[config.mk]
export PLATFORM = sky130hd
export DESIGN_NAME = bpa_ffs
export DESIGN_NICKNAME = d
export VERILOG_FILES = /design/src/design/bpa_ffs.sv
export SDC_FILE = /design/constraint.sdc
export NUM_CORES = 1
export LEC_CHECK = 0
export BUFFER_PORTS_ARGS = -buffer_cell sky130_fd_sc_hd__buf_2
export CAP_MARGIN = 10
export CORE_MARGIN = 3
export CORE_UTILIZATION = 25
export DETAILED_ROUTE_END_ITERATION = 8
export PLACE_DENSITY_LB_ADDON = 0.08
export SYNTH_ARGS = -nofsm -noshare
export SYNTH_HDL_FRONTEND = slang
export SYNTH_SLANG_ARGS = --single-unit
[constraint.sdc]
create_clock -name vclk -period 2.5
set_input_delay 0.25 -clock vclk [all_inputs]
set_output_delay 0.25 -clock vclk [all_outputs]
set_load 0.03 [all_outputs]
[src/design/bpa_ffs.sv]
// ----------------------------------------------------------------------------
// Buddy page allocator: lowest set bit
// Returns the index of the lowest set bit of a bitmap word.
// ----------------------------------------------------------------------------
`default_nettype none

module bpa_ffs
(
    input  wire logic [31:0] vec,
    output logic      [4:0]  idx
);

    always_comb
    begin
        idx = 5'd0;
        for (int i = 31; i >= 0; i--)
        begin
            if (vec[i])
            begin
                idx = 5'(i);
            end
        end
    end

endmodule

`default_nettype wire

==> results.md, run 1 <==
* Yosys cell types at 21
* Achievable Freq at 0.566 GHz
* Post-synthesis mux area share at 0
* DR WL/cell at roughly 11 µm
* Status: finished, final reports clean
* Cell taking the most area after synthesis: nor4_1
* Final GP Congestion at between 0.7 and 0.8
* WL met3 at between 70 and 80 µm
* FF/Latch Area at 0 µm²
* Antenna diode count at 0
* Met2 wire length at 616 µm
* Synth warn at 0
* Starting density of the core at 0.274
* Vias per Instance at approximately 5.3
* Placed inst area at approximately 570 µm²
* Crit path to: idx[2]
* Synth area leaders: nor4_1, nor2_1, a21oi_1
* # resized after CTS at 0
* ANT nets after route at 0
* Startpoint Class: primary input
* Largest net degree at the start of global routing at 6
* Final Cell Area at 569 µm²
* Drt pass-1 iters at 4
* Drt drc at 0
* Fin nets at 134
* Fin cells at roughly 120
* Worst Setup SP: vec[27]
* Required time worst endpoint at 2250 ps
* Clock buffer cells at 0
* Final-report hold violation count at 0
* Crit Path Class: primary input to output port
* Crit. End Element: output port
* Vias in the first global route at between 500 and 600
* Endpoints failing setup at 0
* Minimum clock period at 1770 ps
* Filler cell count at between 150 and 200
* 1st-iter DRT viols at 7
* I/O pins at 37
* Layout Area Growth over Synthesis at 55.8%
* Worst VDD drop at between 40 and 50 µV
* Arrival time worst endpoint at about 1500 ps
* XOR/XNOR share of the synthesized area at 0
* PnR worst setup slack at ~730 ps
* Die width at between 40 and 50 µm
* Row cnt at 13
* Hold_buf cts at 0
* Post-synth top cells: nor2_1, nor4_1, a21oi_1, inv_1, nor3_1
* Post-Syn Area at 365 µm²
* Post-synthesis adder-cell area fraction at 0
* Place WS at ~710 ps
* Slew @ Worst Pin at 477 ps
* Layout cells sized above 1 at 0.400
* M1 WL at ~580 µm
* Top cell type's share of synthesized area at 0.137
* Final Slew Violations at 0
* Hpwl dp at 1.15 mm
* Largest family of logic cells by synthesized area: simple AND/OR/NAND/NOR gates
* Global-route wire length before repair at between 2 and 2.5 mm
* Power density over the cells at 131 mW/mm²
* Core region area at between 0.001 and 0.0015 mm²
* Post-CTS setup buffer count at 0
* Sequential area share after synthesis at 0
* Max cap viols at 0
* Initial antenna violation count at 0
* Leakage at approximately 0.27 nW
* Simple-gate share of the synthesized area at 0.507
* Synth Area in Compound Gates at 0.432
* Top sig layer: met3
* Period utilisation layout at 0.707
* Remaining Overflow, GRT at 0
* Die ar. at 0.00196 mm²
* Worst-path fanout max at 3
* Routed via count at slightly above 600
* Cells after Synth at 63
* Gr usage total at 0.133
* Unrepaired setup endpoints after global routing: no
* IO Port Bufs at 37
* Post-Syn Nets at between 90 and 100
* Die Y at 44.2 µm
* Placed Cells incl. Taps at 115
* Synth Area per Inst at ~5.8 µm²
* Routed WL at 1.27 mm
* Normalized max-slew margin at 0.679
* Most common cell in the netlist: nor2_1
* Worst hold path class: primary input to output port
* Seq cells at 0
* Post-Route Setup TNS at 0 ps
==> kinds of logic (layout without fill, tap and decap cells) <==
| logic type | after synthesis | after routing |
|---|---|---|
| and+or+nand+nor | 34 | 34 |
| AOI/OAI and AO/OA | 23 | 23 |
| buffers and inverters | 6 | 43 |
==> through the flow <==
| stage | util | hold WS (ps) | power [mW] |
|---|---|---|---|
| finish | 0.427 | 825 | 0.0746 |
| detailed placement | 0.427 | 828 | 0.0747 |
| floorplan | - | 615 | 0.0280 |
| global route | 0.427 | 854 | 0.0841 |
| CTS | 0.427 | 829 | 0.0750 |
| global placement | 0.427 | 826 | 0.0745 |
==> critical path, cell delays in order <==
cell and delay (ps):
buf_2 120, nor4_1 460, a21oi_1 120, o21ai_1 140
nand2_1 80, a21boi_2 150, buf_2 200
==> worst min-delay path by stage <==
stage | start | to | slack (ps) | cells past startpoint
after floorplan | vec[0] | idx[0] | 620 | 1
after global placement | vec[0] | idx[0] | 830 | 3
after detailed placement | vec[0] | idx[0] | 830 | 3
after CTS | vec[0] | idx[0] | 830 | 3
after global routing | vec[0] | idx[0] | 850 | 3
final | vec[0] | idx[0] | 820 | 3
==> final cells by class <==
class,instances,area [µm²],share of cell area
Timing Repair Buffer,37,185,0.325
Tap cell,15,18.8,0.0330
Inverter,6,22.5,0.0396
Multi-Input combinational cell,57,343,0.602
==> cells in the final DEF, fill, tap and decap left out <==
| master | count |
|---|---|
| buf_2 | 37 |
| nor2_1 | 10 |
| nor4_1 | 8 |
| a21oi_1 | 7 |
| nor3_1 | 6 |
| inv_1 | 6 |
| nand2_1 | 4 |
| o31ai_1 | 4 |
| or4_1 | 3 |
| o21ai_0 | 2 |
| a2111oi_0 | 2 |
| or4_4 | 1 |
| o21ai_1 | 1 |
| a21boi_2 | 1 |
| a211oi_1 | 1 |
| a21o_1 | 1 |
| o21a_1 | 1 |
| nor3b_2 | 1 |
| nor2b_1 | 1 |
| o2111ai_1 | 1 |
| a221oi_1 | 1 |
| a311oi_1 | 1 |
==> metal layers <==
layer	global-route usage	vias up
met2	0.227	14
li1	-	331
met5	0	-
met4	0	0
met3	0.00407	0
met1	0.195	263
==> power breakdown <==
group	internal [mW]	total (mW)	switching [mW]
logic	0.0331	0.0746	0.0416
registers	0	0	0
clock network	0	0	0
Power figures use the tool's default switching activity.
==> run 2, diff against run 1 <==
clock period = 1.5 ns   (was 2.5 ns; I/O delays follow)
==> run 2 against run 1 <==
  * Worst setup slack got worse by 730 ps
  * First-iteration DRC count rose by 29%
  * Worst hold slack got worse by 170 ps
  * Critical endpoint is now idx[0]
  * Routed wire length grew 19%
  * Sequential cell count is the same
  * Final area up 34%
  * Largest power group unchanged
  * Core utilization increased by 15 points
  * Combinational power grew 130%
  * Non-clock buffer count is 13 higher
==> results.md, run 2 (synthesis results as in run 1) <==
* Status: finished, final reports clean
* Total power at about 170 µW
* Combinational fraction of design power at 1.000
* Final GP Congestion at 0.745
* Row cnt at 13
* Crit. End Element: output port
* Gr usage total at 0.150
* Post-CTS setup buffer count at 0
* Layout Area Growth over Synthesis at 109%
* Starting density of the core at 0.274
* Largest net degree at the start of global routing at 6
* Routed via count at between 600 and 700
* Net Sw Power at approximately 83 µW
* Final-report hold violation count at 0
* I/O pins at 37
* Hold_buf cts at 0
* Die ar. at about 0.002 mm²
* Filler cell count at between 100 and 150
* Normalized max-slew margin at 0.721
* Final Slew Violations at 0
* Die width at about 44 µm
* Drt pass-1 iters at 3
* Drt drc at 0
* Required time worst endpoint at about 1400 ps
* Leakage at around 0.35 nW
* Max cap viols at 0
* Worst hold path class: primary input to output port
* Period utilisation layout at 0.997
* FF/Latch Area at 0 µm²
* Antenna diode count at 0
* Routed WL at 1.51 mm
* Worst-path fanout max at 4
* Minimum clock period at about 1500 ps
* 1st-iter DRT viols at 9
* Clock network fraction of design power at 0
* Hpwl dp at 1.30 mm
* Worst Setup SP: vec[30]
* Most frequent cells in the layout: buf_2, buf_4, nor2_1
* Slew @ Worst Pin at between 400 and 500 ps
* ANT nets after route at 0
* Remaining Overflow, GRT at 0
* Seq cells at 0
* Die Y at ~44 µm
* IO Port Bufs at 37
* Core region area at 0.00133 mm²
* Hold path start: vec[2]
* Core Util, Final at 0.573
* Power density over the cells at around 220 mW/mm²
* Layout cells sized above 1 at 0.566
* Vias in the first global route at 600
* Achievable Freq at between 0.6 and 0.7 GHz
* Arrival time worst endpoint at between 1000 and 1500 ps
* Sequential power share at 0
* Global-route wire length before repair at between 2 and 2.5 mm
* Endpoints failing setup at 0
* Switch share at 0.492
* Vias per Instance at around 5.4
* Clock buffer cells at 0
* Startpoint Class: primary input
* Fin nets at 147
* Most common cell after layout, fill and taps aside: buf_2
* Initial antenna violation count at 0
* Worst VDD drop at between 100 and 150 µV
* DR WL/cell at around 12 µm
* Power Internal at ~86 µW
* Crit Path Class: primary input to output port
* Unrepaired setup endpoints after global routing: yes
## run 2: cell types whose count changed in the layout (fill, tap and decap cells not counted), sizes merged
| cell | previous run | this run |
|---|---|---|
| buf | 37 | 49 |
| clkbuf | 0 | 1 |
## run 2: power groups by stage
| stage | clock, mW | sequential [mW] | combinational, mW |
|---|---|---|---|
| after floorplan | 0 | 0 | 0.0483 |
| after global placement | 0 | 0 | 0.149 |
| after detailed placement | 0 | 0 | 0.150 |
| after CTS | 0 | 0 | 0.163 |
| after global routing | 0 | 0 | 0.186 |
| final | 0 | 0 | 0.169 |
## run 2: through the flow
stage                     instance area, µm²  hold slack (ps)  setup slack [ps]  std cells  TNS, ps
after floorplan                          378              358              28.0         63        0
final                                    764              659              4.38        128        0
after detailed placement                 679              655             -87.2        128     -233
after global routing                     764              681              -121        128     -252
after global placement                   679              655             -44.3        128     -162
after CTS                                729              649             -5.29        128    -9.05
## run 2: layer usage
| metal | wire (µm) | share of wire | track usage |
|---|---|---|---|
| met3 | 89 | 0.059 | 0 |
| met2 | 788 | 0.52 | 0.291 |
| met1 | 631 | 0.42 | 0.195 |
| met4 | 0 | 0 | 0 |
| met5 | 0 | 0 | 0 |
## run 2: repair_timing
item,in CTS,in global routing
endpoints found under the setup margin,5,5
resized for setup,15,8
pin swaps,3,0
## run 2: final timing paths
kind | end | slack, ps | cells after the start
setup / recovery | idx[0] | 4 | 7
hold / removal | idx[0] | 660 | 3
## run 2: area by class of cell
cell class	instances	area (µm²)	share of cell area
multi-input combinational	57	402	0.525
inverter	6	22.5	0.0295
tap	15	18.8	0.0245
timing repair buffer	50	322	0.421
## run 2: worst max-delay path: stages
cell and delay (ps):
buf_6 100, nor3b_2 170, nor3_1 70, o31ai_1 240, o2111ai_1 170, a221oi_2 250, buf_4 200
